[config.mk]
export PLATFORM = sky130hd
export DESIGN_NAME = adc_peak_detector_fifo_flat
export DESIGN_NICKNAME = d
export VERILOG_FILES = /design/src/apd_pkg.sv /design/src/apd_if.sv /design/src/adc_peak_detector_fifo.sv /design/src/apd_ring.sv /design/src/flat_wrapper.sv
export SDC_FILE = /design/constraint.sdc
export NUM_CORES = 1
export LEC_CHECK = 0
export BUFFER_PORTS_ARGS = -buffer_cell sky130_fd_sc_hd__buf_2
export CAP_MARGIN = 20
export CORE_MARGIN = 2
export CORE_UTILIZATION = 43
export CTS_CLUSTER_DIAMETER = 120
export DETAILED_ROUTE_END_ITERATION = 10
export GPL_ROUTABILITY_DRIVEN = 0
export GPL_TIMING_DRIVEN = 0
export PLACE_DENSITY = 0.61
export SYNTH_ARGS = -nofsm -noshare
export SYNTH_HDL_FRONTEND = slang
export SYNTH_SLANG_ARGS = --single-unit
[constraint.sdc]
create_clock -name clk -period 7.8 [get_ports clk]
set_clock_uncertainty 0.15 [all_clocks]
set_input_delay 1.56 -clock clk [delete_from_list [all_inputs] [get_ports clk]]
set_output_delay 1.56 -clock clk [all_outputs]
set_load 0.03 [all_outputs]
[src/apd_pkg.sv]
// ---------------------------------------------------------------------------
// apd_pkg
// Shared types, constants and helpers for the converter peak detector buffer.
// ---------------------------------------------------------------------------
package apd_pkg;

    localparam int RING_DEPTH = 8;
    localparam int PTR_W      = $clog2(RING_DEPTH);
    localparam int VALUE_W    = 10;
    localparam int COUNT_W    = 32;
    localparam int DECIM_W    = 5;
    localparam int ADDR_W     = 4;
    localparam int DATA_W     = 32;

    localparam logic [DECIM_W-1:0] DECIM_RESET  = DECIM_W'(12);
    localparam logic [VALUE_W-1:0] THRESH_RESET = VALUE_W'(15);

    typedef logic [PTR_W-1:0]   ptr_t;
    typedef logic [VALUE_W-1:0] value_t;
    typedef logic [COUNT_W-1:0] count_t;

    typedef enum logic [1:0] {
        REG_PEAK_MODE    = 2'd0,
        REG_DECIM_LOG2   = 2'd1,
        REG_FALL_THRESH  = 2'd2,
        REG_RISE_THRESH  = 2'd3
    } reg_idx_t;

    // one buffered entry: value and the sample count that goes with it
    typedef struct packed {
        value_t value;
        count_t count;
    } entry_t;

    typedef struct packed {
        logic push;
        logic pop;
    } ring_ctl_t;

    typedef struct packed {
        logic empty;
        logic full;
    } ring_stat_t;

    function automatic ptr_t ptr_inc(input ptr_t p);
        return (p == PTR_W'(RING_DEPTH - 1)) ? '0 : p + 1'b1;
    endfunction

endpackage

[src/apd_if.sv]
// ---------------------------------------------------------------------------
// apd_if
// Valid/ready channels for items into and results out of the peak detector.
// ---------------------------------------------------------------------------
interface apd_item_if;
    import apd_pkg::*;

    logic   valid;
    logic   ready;
    logic   func;
    value_t sample;

    modport source (output valid, output func, output sample, input ready);
    modport sink   (input valid, input func, input sample, output ready);
endinterface

interface apd_result_if;
    import apd_pkg::*;

    logic   valid;
    logic   ready;
    logic   read_valid;
    value_t read_value;
    count_t read_count;
    logic   pushed;
    logic   dropped;

    modport source (output valid, output read_valid, output read_value,
                    output read_count, output pushed, output dropped, input ready);
    modport sink   (input valid, input read_valid, input read_value,
                    input read_count, input pushed, input dropped, output ready);
endinterface

[src/adc_peak_detector_fifo.sv]
// ---------------------------------------------------------------------------
// adc_peak_detector_fifo
// Sample counter with decimating sampler or peak detector, feeding a ring buffer.
// ---------------------------------------------------------------------------
// Result path: each item is registered in the ring read stage, then in the
//   output register.
// Throughput: one item per cycle while the result side takes results; each item makes at most one ring access.
// Reset: rst_n clears counters, detector, pointers and registers to defaults;
//   ring contents are not cleared, entries are only read after being written.
module adc_peak_detector_fifo (
    input  logic                         clk,
    input  logic                         rst_n,
    apd_item_if.sink                     item,
    apd_result_if.source                 result,
    input  logic                         psel,
    input  logic                         penable,
    input  logic                         pwrite,
    input  logic [apd_pkg::ADDR_W-1:0]   paddr,
    input  logic [apd_pkg::DATA_W-1:0]   pwdata,
    output logic [apd_pkg::DATA_W-1:0]   prdata,
    output logic                         pready
);
    import apd_pkg::*;

    // configuration
    logic                peak_mode_reg;
    logic [DECIM_W-1:0]  decim_log2_reg;
    value_t              fall_thresh_reg;
    value_t              rise_thresh_reg;

    // detector state
    count_t sample_count_reg;
    logic   hunt_min_reg;
    value_t max_value_reg;
    count_t max_count_reg;
    value_t min_value_reg;
    count_t min_count_reg;

    // pipeline
    logic   s1_valid_reg, s1_rd_valid_reg, s1_pushed_reg, s1_dropped_reg;
    logic   out_valid_reg, out_rd_valid_reg, out_pushed_reg, out_dropped_reg;
    value_t out_value_reg;
    count_t out_count_reg;

    logic       cfg_wr;
    reg_idx_t   cfg_idx;
    logic       accept, is_sample, s1_advance;
    count_t     count_next;
    count_t     decim_mask;
    logic signed [VALUE_W:0] fall_diff, rise_diff;
    logic       fall_fire, rise_fire;
    logic       want_push;
    ring_ctl_t  ring_ctl;
    ring_stat_t ring_stat;
    entry_t     wr_entry, rd_entry;

    // ---------------- configuration port ----------------
    assign pready  = 1'b1;
    assign cfg_idx = reg_idx_t'(paddr[3:2]);
    assign cfg_wr  = psel && penable && pwrite && pready;

    always_comb
    begin
        unique case (cfg_idx)
            REG_PEAK_MODE:   prdata = DATA_W'(peak_mode_reg);
            REG_DECIM_LOG2:  prdata = DATA_W'(decim_log2_reg);
            REG_FALL_THRESH: prdata = DATA_W'(fall_thresh_reg);
            REG_RISE_THRESH: prdata = DATA_W'(rise_thresh_reg);
            default:         prdata = '0;
        endcase
    end

    always_ff @(posedge clk or negedge rst_n)
    begin
        if (!rst_n)
        begin
            peak_mode_reg   <= 1'b0;
            decim_log2_reg  <= DECIM_RESET;
            fall_thresh_reg <= THRESH_RESET;
            rise_thresh_reg <= THRESH_RESET;
        end
        else if (cfg_wr)
        begin
            unique case (cfg_idx)
                REG_PEAK_MODE:   peak_mode_reg   <= pwdata[0];
                REG_DECIM_LOG2:  decim_log2_reg  <= pwdata[DECIM_W-1:0];
                REG_FALL_THRESH: fall_thresh_reg <= pwdata[VALUE_W-1:0];
                REG_RISE_THRESH: rise_thresh_reg <= pwdata[VALUE_W-1:0];
                default: ;
            endcase
        end
    end

    // ---------------- handshake ----------------
    assign s1_advance = s1_valid_reg && (!out_valid_reg || result.ready);
    assign item.ready = !s1_valid_reg || !out_valid_reg || result.ready;
    assign accept     = item.valid && item.ready;
    assign is_sample  = accept && !item.func;

    // ---------------- detector ----------------
    assign count_next = sample_count_reg + 1'b1;
    assign decim_mask = (COUNT_W'(1) << decim_log2_reg) - 1'b1;

    // signed differences of the 10-bit values, strict compare against threshold
    assign fall_diff = $signed({1'b0, max_value_reg}) - $signed({1'b0, item.sample});
    assign rise_diff = $signed({1'b0, item.sample}) - $signed({1'b0, min_value_reg});
    assign fall_fire = fall_diff > $signed({1'b0, fall_thresh_reg});
    assign rise_fire = rise_diff > $signed({1'b0, rise_thresh_reg});

    always_comb
    begin
        if (!peak_mode_reg)
        begin
            want_push      = ((count_next & decim_mask) == '0);
            wr_entry.value = item.sample;
            wr_entry.count = count_next;
        end
        else
        begin
            want_push      = !hunt_min_reg && fall_fire;
            wr_entry.value = max_value_reg;
            wr_entry.count = max_count_reg;
        end
    end

    assign ring_ctl.push = is_sample && want_push && !ring_stat.full;
    assign ring_ctl.pop  = accept && item.func && !ring_stat.empty;

    always_ff @(posedge clk or negedge rst_n)
    begin
        if (!rst_n)
        begin
            sample_count_reg <= '0;
            hunt_min_reg     <= 1'b0;
            max_value_reg    <= '0;
            max_count_reg    <= '0;
            min_value_reg    <= '0;
            min_count_reg    <= '0;
        end
        else if (is_sample)
        begin
            sample_count_reg <= count_next;
            if (peak_mode_reg)
            begin
                if (!hunt_min_reg)
                begin
                    if (fall_fire)
                    begin
                        hunt_min_reg  <= 1'b1;
                        min_value_reg <= item.sample;
                        min_count_reg <= count_next;
                    end
                    else if (item.sample > max_value_reg)
                    begin
                        max_value_reg <= item.sample;
                        max_count_reg <= count_next;
                    end
                end
                else
                begin
                    if (rise_fire)
                    begin
                        hunt_min_reg  <= 1'b0;
                        max_value_reg <= item.sample;
                        max_count_reg <= count_next;
                    end
                    else if (item.sample < min_value_reg)
                    begin
                        min_value_reg <= item.sample;
                        min_count_reg <= count_next;
                    end
                end
            end
        end
    end

    apd_ring u_ring (
        .clk      (clk),
        .rst_n    (rst_n),
        .ctl      (ring_ctl),
        .wr_entry (wr_entry),
        .stat     (ring_stat),
        .rd_entry (rd_entry)
    );

    // ---------------- result pipeline ----------------
    always_ff @(posedge clk or negedge rst_n)
    begin
        if (!rst_n)
        begin
            s1_valid_reg  <= 1'b0;
            out_valid_reg <= 1'b0;
        end
        else
        begin
            if (accept)
                s1_valid_reg <= 1'b1;
            else if (s1_advance)
                s1_valid_reg <= 1'b0;

            if (s1_advance)
                out_valid_reg <= 1'b1;
            else if (result.ready)
                out_valid_reg <= 1'b0;
        end
    end

    always_ff @(posedge clk)
    begin
        if (accept)
        begin
            s1_rd_valid_reg <= ring_ctl.pop;
            s1_pushed_reg   <= ring_ctl.push;
            s1_dropped_reg  <= is_sample && want_push && ring_stat.full;
        end
        if (s1_advance)
        begin
            out_rd_valid_reg <= s1_rd_valid_reg;
            out_pushed_reg   <= s1_pushed_reg;
            out_dropped_reg  <= s1_dropped_reg;
            out_value_reg    <= s1_rd_valid_reg ? rd_entry.value : '0;
            out_count_reg    <= s1_rd_valid_reg ? rd_entry.count : '0;
        end
    end

    assign result.valid      = out_valid_reg;
    assign result.read_valid = out_rd_valid_reg;
    assign result.read_value = out_value_reg;
    assign result.read_count = out_count_reg;
    assign result.pushed     = out_pushed_reg;
    assign result.dropped    = out_dropped_reg;

    // ---------------- assertions ----------------
    a_stall_only_when_full: assert property (@(posedge clk) disable iff (!rst_n)
        !item.ready |-> (s1_valid_reg && out_valid_reg && !result.ready))
        else $error("input stalled while pipeline has room");

    a_result_kinds_exclusive: assert property (@(posedge clk) disable iff (!rst_n)
        result.valid |-> !(result.read_valid && (result.pushed || result.dropped))
                         && !(result.pushed && result.dropped))
        else $error("result mixes pop and sample flags");

    a_ring_not_full_and_empty: assert property (@(posedge clk) disable iff (!rst_n)
        !(ring_stat.full && ring_stat.empty))
        else $error("ring reports full and empty together");

    a_pop_followed_by_result: assert property (@(posedge clk) disable iff (!rst_n)
        ring_ctl.pop |=> (s1_valid_reg && s1_rd_valid_reg))
        else $error("pop did not reach read stage");

endmodule

[src/apd_ring.sv]
// ---------------------------------------------------------------------------
// apd_ring
// Ring buffer of value/count entries in a single synchronous memory.
// Holds RING_DEPTH-1 entries; read data is registered on a pop.
// ---------------------------------------------------------------------------
module apd_ring (
    input  logic               clk,
    input  logic               rst_n,
    input  apd_pkg::ring_ctl_t ctl,
    input  apd_pkg::entry_t    wr_entry,
    output apd_pkg::ring_stat_t stat,
    output apd_pkg::entry_t    rd_entry
);
    import apd_pkg::*;

    entry_t mem [RING_DEPTH];
    entry_t rd_entry_reg;
    ptr_t   rd_ptr_reg;
    ptr_t   wr_ptr_reg;

    always_comb
    begin
        stat.empty = (rd_ptr_reg == wr_ptr_reg);
        stat.full  = (ptr_inc(wr_ptr_reg) == rd_ptr_reg);
    end

    always_ff @(posedge clk or negedge rst_n)
    begin
        if (!rst_n)
        begin
            rd_ptr_reg <= '0;
            wr_ptr_reg <= '0;
        end
        else
        begin
            if (ctl.push)
                wr_ptr_reg <= ptr_inc(wr_ptr_reg);
            if (ctl.pop)
                rd_ptr_reg <= ptr_inc(rd_ptr_reg);
        end
    end

    // push and pop never come from the same transfer, so no same-entry overlap
    always_ff @(posedge clk)
    begin
        if (ctl.push)
            mem[wr_ptr_reg] <= wr_entry;
        if (ctl.pop)
            rd_entry_reg <= mem[rd_ptr_reg];
    end

    assign rd_entry = rd_entry_reg;

endmodule
[src/flat_wrapper.sv]
// flat-port wrapper written by rule: the top's interface ports become plain ports
module adc_peak_detector_fifo_flat import apd_pkg::*;
  (clk, rst_n, psel, penable, pwrite, paddr, pwdata, prdata, pready, item_valid, item_func, item_sample, item_ready, result_valid, result_read_valid, result_read_value, result_read_count, result_pushed, result_dropped, result_ready);
  apd_item_if item_i ();
  apd_result_if result_i ();
  input  logic clk;
  input  logic rst_n;
  input  logic psel;
  input  logic penable;
  input  logic pwrite;
  input  logic [apd_pkg::ADDR_W-1:0] paddr;
  input  logic [apd_pkg::DATA_W-1:0] pwdata;
  output logic [apd_pkg::DATA_W-1:0] prdata;
  output logic pready;
  input wire logic [$bits(item_i.valid)-1:0] item_valid;
  input wire logic [$bits(item_i.func)-1:0] item_func;
  input wire logic [$bits(item_i.sample)-1:0] item_sample;
  output wire logic [$bits(item_i.ready)-1:0] item_ready;
  output wire logic [$bits(result_i.valid)-1:0] result_valid;
  output wire logic [$bits(result_i.read_valid)-1:0] result_read_valid;
  output wire logic [$bits(result_i.read_value)-1:0] result_read_value;
  output wire logic [$bits(result_i.read_count)-1:0] result_read_count;
  output wire logic [$bits(result_i.pushed)-1:0] result_pushed;
  output wire logic [$bits(result_i.dropped)-1:0] result_dropped;
  input wire logic [$bits(result_i.ready)-1:0] result_ready;
  assign item_i.valid = item_valid;
  assign item_i.func = item_func;
  assign item_i.sample = item_sample;
  assign item_ready = item_i.ready;
  assign result_valid = result_i.valid;
  assign result_read_valid = result_i.read_valid;
  assign result_read_value = result_i.read_value;
  assign result_read_count = result_i.read_count;
  assign result_pushed = result_i.pushed;
  assign result_dropped = result_i.dropped;
  assign result_i.ready = result_ready;
  adc_peak_detector_fifo u_core (.clk(clk), .rst_n(rst_n), .item(item_i), .result(result_i), .psel(psel), .penable(penable), .pwrite(pwrite), .paddr(paddr), .pwdata(pwdata), .prdata(prdata), .pready(pready));
endmodule
==> out/metrics.yaml <==
status:
  status: "completed"
clocking:
  cts_buffer_depth: 3
  clock-sinks: 545
  cts_resized: 0
  cts_hold_buf: 0
  cts_root_buf: "clkbuf_16"
  numCtsBuffers: 57
  cts_setup_buffers: 0
  clk_pin_slew_worst_paths_ps: 60
  htree_levels: 2
  cts_tree: "built"
  clk-insertion-delay-late_ps: 610
logic_synthesis:
  synth_fa_ha_area_frac: 0.0254
  synthSimpleGateAreaFrac: 0.0679
  ys_seq_area_frac: 0.651
  synth_top_family_by_area: "multiplexers"
  synth_common_cells: "edfxtp_1, dfrtp_1, mux2_2"
  synth_top_area_frac: 0.527
  syn-cell-area_sq_um: 24300
  synth_xor_area_frac: 0.0289
  synth_top_area_cell: "edfxtp_1"
  synth-edff-count: 426
  yosysMostFrequentCell: "edfxtp_1"
  syn_inst: 1538
  syn_area_per_cell_sq_um: 15.8
  ys_seq_elements: 545
  yosysWarnings: 0
  async_flop_share: 0.218
  ys_types: 73
  synthTopCellsByArea: "edfxtp_1, dfrtp_1, mux4_2"
  muxShareOfSynthArea: 0.155
  synth_compound_area_frac: 0.0426
  dominantRegCellSynth: "edfxtp_1"
timing:
  relSlewSlack: 0.321
  max_freq_mhz: 152
  finalHoldViolations: 0
  worst_pin_slew_ps: 1010
  tns_ps: 0
  fin_crit_sh: 0.846
  slew_viol_final: 0
  rsz0062_at_grt: "no"
  finalSetupViolations: 0
  period_needed_ps: 6600
floorplanning:
  rows: 87
  die_w_um: 242
  io_pins: 134
  coreArea_sq_um: 56100
  dieArea_sq_um: 58300
  start_util: 0.433
  die_h_um: 242
pwr:
  seq_power_share: 0.404
  ir_worst_vdd_mv: 0.215
  swShare: 0.304
  p_clk_frac: 0.301
  p_int_uw: 6340
  combPwrFrac: 0.295
  power_density_nw_per_um2: 324
  p_sw_uw: 2770
  leakage_uw: 0.0107
global_routing:
  grt_first_pass_wirelength_mm: 81.1
  antenna_found_initial: 0
  track_usage: 0.180
  grt_max_degree: 61
  grt-ovfl-total: 0
  grt_pass1_vias: 13800
worst_setup_path:
  start_kind: "input port"
  crit_path_end_kind: "flip-flop"
  critPathMaxFanout: 12
  cp.required_ps: 7970
  crit_path_start: "item_sample[0]"
  r2r_cells: 23
  arrival_ps: 6760
  r2r_setup_slack_ps: 1790
  crit_path_end: "u_core.u_ring.mem[0][26]$_DFFE_PP_"
  critPathKind: "in2reg"
  timing.rr.end: "u_core.u_ring.mem[0][26]$_DFFE_PP_"
  r2r_start: "u_core.max_value_reg[0]$_DFFE_PN0P_"
drt:
  first_pass_iters: 5
  ant_nets: 0
  drc: 0
  viasPerCell: 5.33
  vias: 13500
  wl_mm: 52.4
  wl_per_cell_um: 20.7
  first_iter_violations: 1101
hold_path:
  hold_path_class: "reg2reg"
layout:
  num_antenna_cells: 0
  drive_gt1_frac: 0.275
  largest_reg_flops: 336
  final_nets: 1829
  post-route-util: 0.502
  area_growth_pct: 16.0
  fillers: 4688
placed_design:
  dp_hpwl_mm: 35.8
  numPortBuffers: 85
run:
  maxCapViolCount: 0
[area by class of cell]
type                            count  area, sq um  share of cell area
Tap cell                          756          946              0.0336
Timing Repair Buffer              109          875              0.0311
Clock buffer                       72         1590              0.0564
Multi-Input combinational cell    858         7890               0.281
Inverter                           52          195             0.00694
Buffer                            104          527              0.0187
Clock inverter                     36          325              0.0116
Sequential cell                   545        15800               0.561
[routing by layer]
metal	part of all wire	track usage	wire length, um
met5	0	0	0
met2	0.48	0.296	25200
met4	0.028	0.0616	1480
met3	0.048	0.0263	2490
met1	0.44	0.247	23300
[placed cells by master (no fill, tap or decap), drive strengths merged, types with 6 or more instances in the layout]
cell	synthesis	layout
edfxtp	426	426
buf	50	157
mux2	135	135
clkbuf	54	128
dfrtp	109	109
mux4	85	85
nand2	79	79
nor2	56	56
inv	52	54
o21ai	53	53
and2	47	47
xor2	46	46
ha	46	46
xnor2	34	34
nand3	27	27
nor3	27	27
conb	2	23
clkinv	0	22
a21oi	19	19
nor2b	17	17
mux2i	17	17
nand4	14	14
nand2b	13	13
nor4	12	12
dfstp	10	10
a21o	8	8
or3	7	7
clkinvlp	0	7
a22o	6	6
o211ai	6	6
[worst min-delay path by stage]
stage | start | to | slack, ps | cells after the start
after floorplan | u_core.s1_dropped_reg$_DFFE_PP_ | u_core.result.dropped$_DFFE_PP_ | 250 | 0
after global placement | u_core.s1_pushed_reg$_DFFE_PP_ | u_core.result.pushed$_DFFE_PP_ | 260 | 0
after detailed placement | u_core.s1_pushed_reg$_DFFE_PP_ | u_core.result.pushed$_DFFE_PP_ | 280 | 0
after CTS | u_core.s1_pushed_reg$_DFFE_PP_ | u_core.result.pushed$_DFFE_PP_ | 290 | 0
after global routing | u_core.s1_pushed_reg$_DFFE_PP_ | u_core.result.pushed$_DFFE_PP_ | 300 | 0
final | u_core.s1_pushed_reg$_DFFE_PP_ | u_core.result.pushed$_DFFE_PP_ | 290 | 0
[logic make-up (layout without fill, tap and decap cells)]
| group | count (synthesis) | after routing |
|---|---|---|
| AO/OA/AOI/OAI | 151 | 151 |
| XOR/XNOR | 80 | 80 |
| adder cells (fa/ha/maj) | 48 | 48 |
| buffers and inverters | 156 | 373 |
| flip-flops | 545 | 545 |
| multiplexers | 237 | 237 |
| other | 2 | 23 |
| AND/OR/NAND/NOR | 319 | 319 |
[worst max-delay path, cell delays in order]
cell      delay, ps
buf_2           110
ha_1            170
inv_1            50
fa_1            400
a21o_1          210
a21oi_2         160
nor2b_1          80
o311a_4         340
o21a_1          180
nor2_1          110
xnor2_1         170
ha_1            280
nand3_1         110
nor3_1           50
a21oi_1         120
nand2_1          80
nor4_1          770
a32oi_2         290
nand2b_4        300
nor3_4          590
buf_16          230
buf_8           170
buf_8           190
[stage by stage]
stage	power [uW]	setup WS [ps]	cell area, sq um	hold slack, ps	cells
floorplan	5650	786	24300	250	1559
global placement	6340	-2440	25700	263	2400
detailed placement	6430	548	26200	276	2421
CTS	9180	1200	28100	290	2529
global route	9560	797	28100	299	2532
finish	9100	1200	28100	286	2532
[power by group through the flow]
stage	clock (uW)	combinational, uW	sequential [uW]
floorplan	0	1900	3750
global placement	0	2610	3730
detailed placement	0	2700	3740
CTS	2790	2710	3680
global route	2900	2950	3710
finish	2740	2690	3680
(Power assumes the default switching activity.)
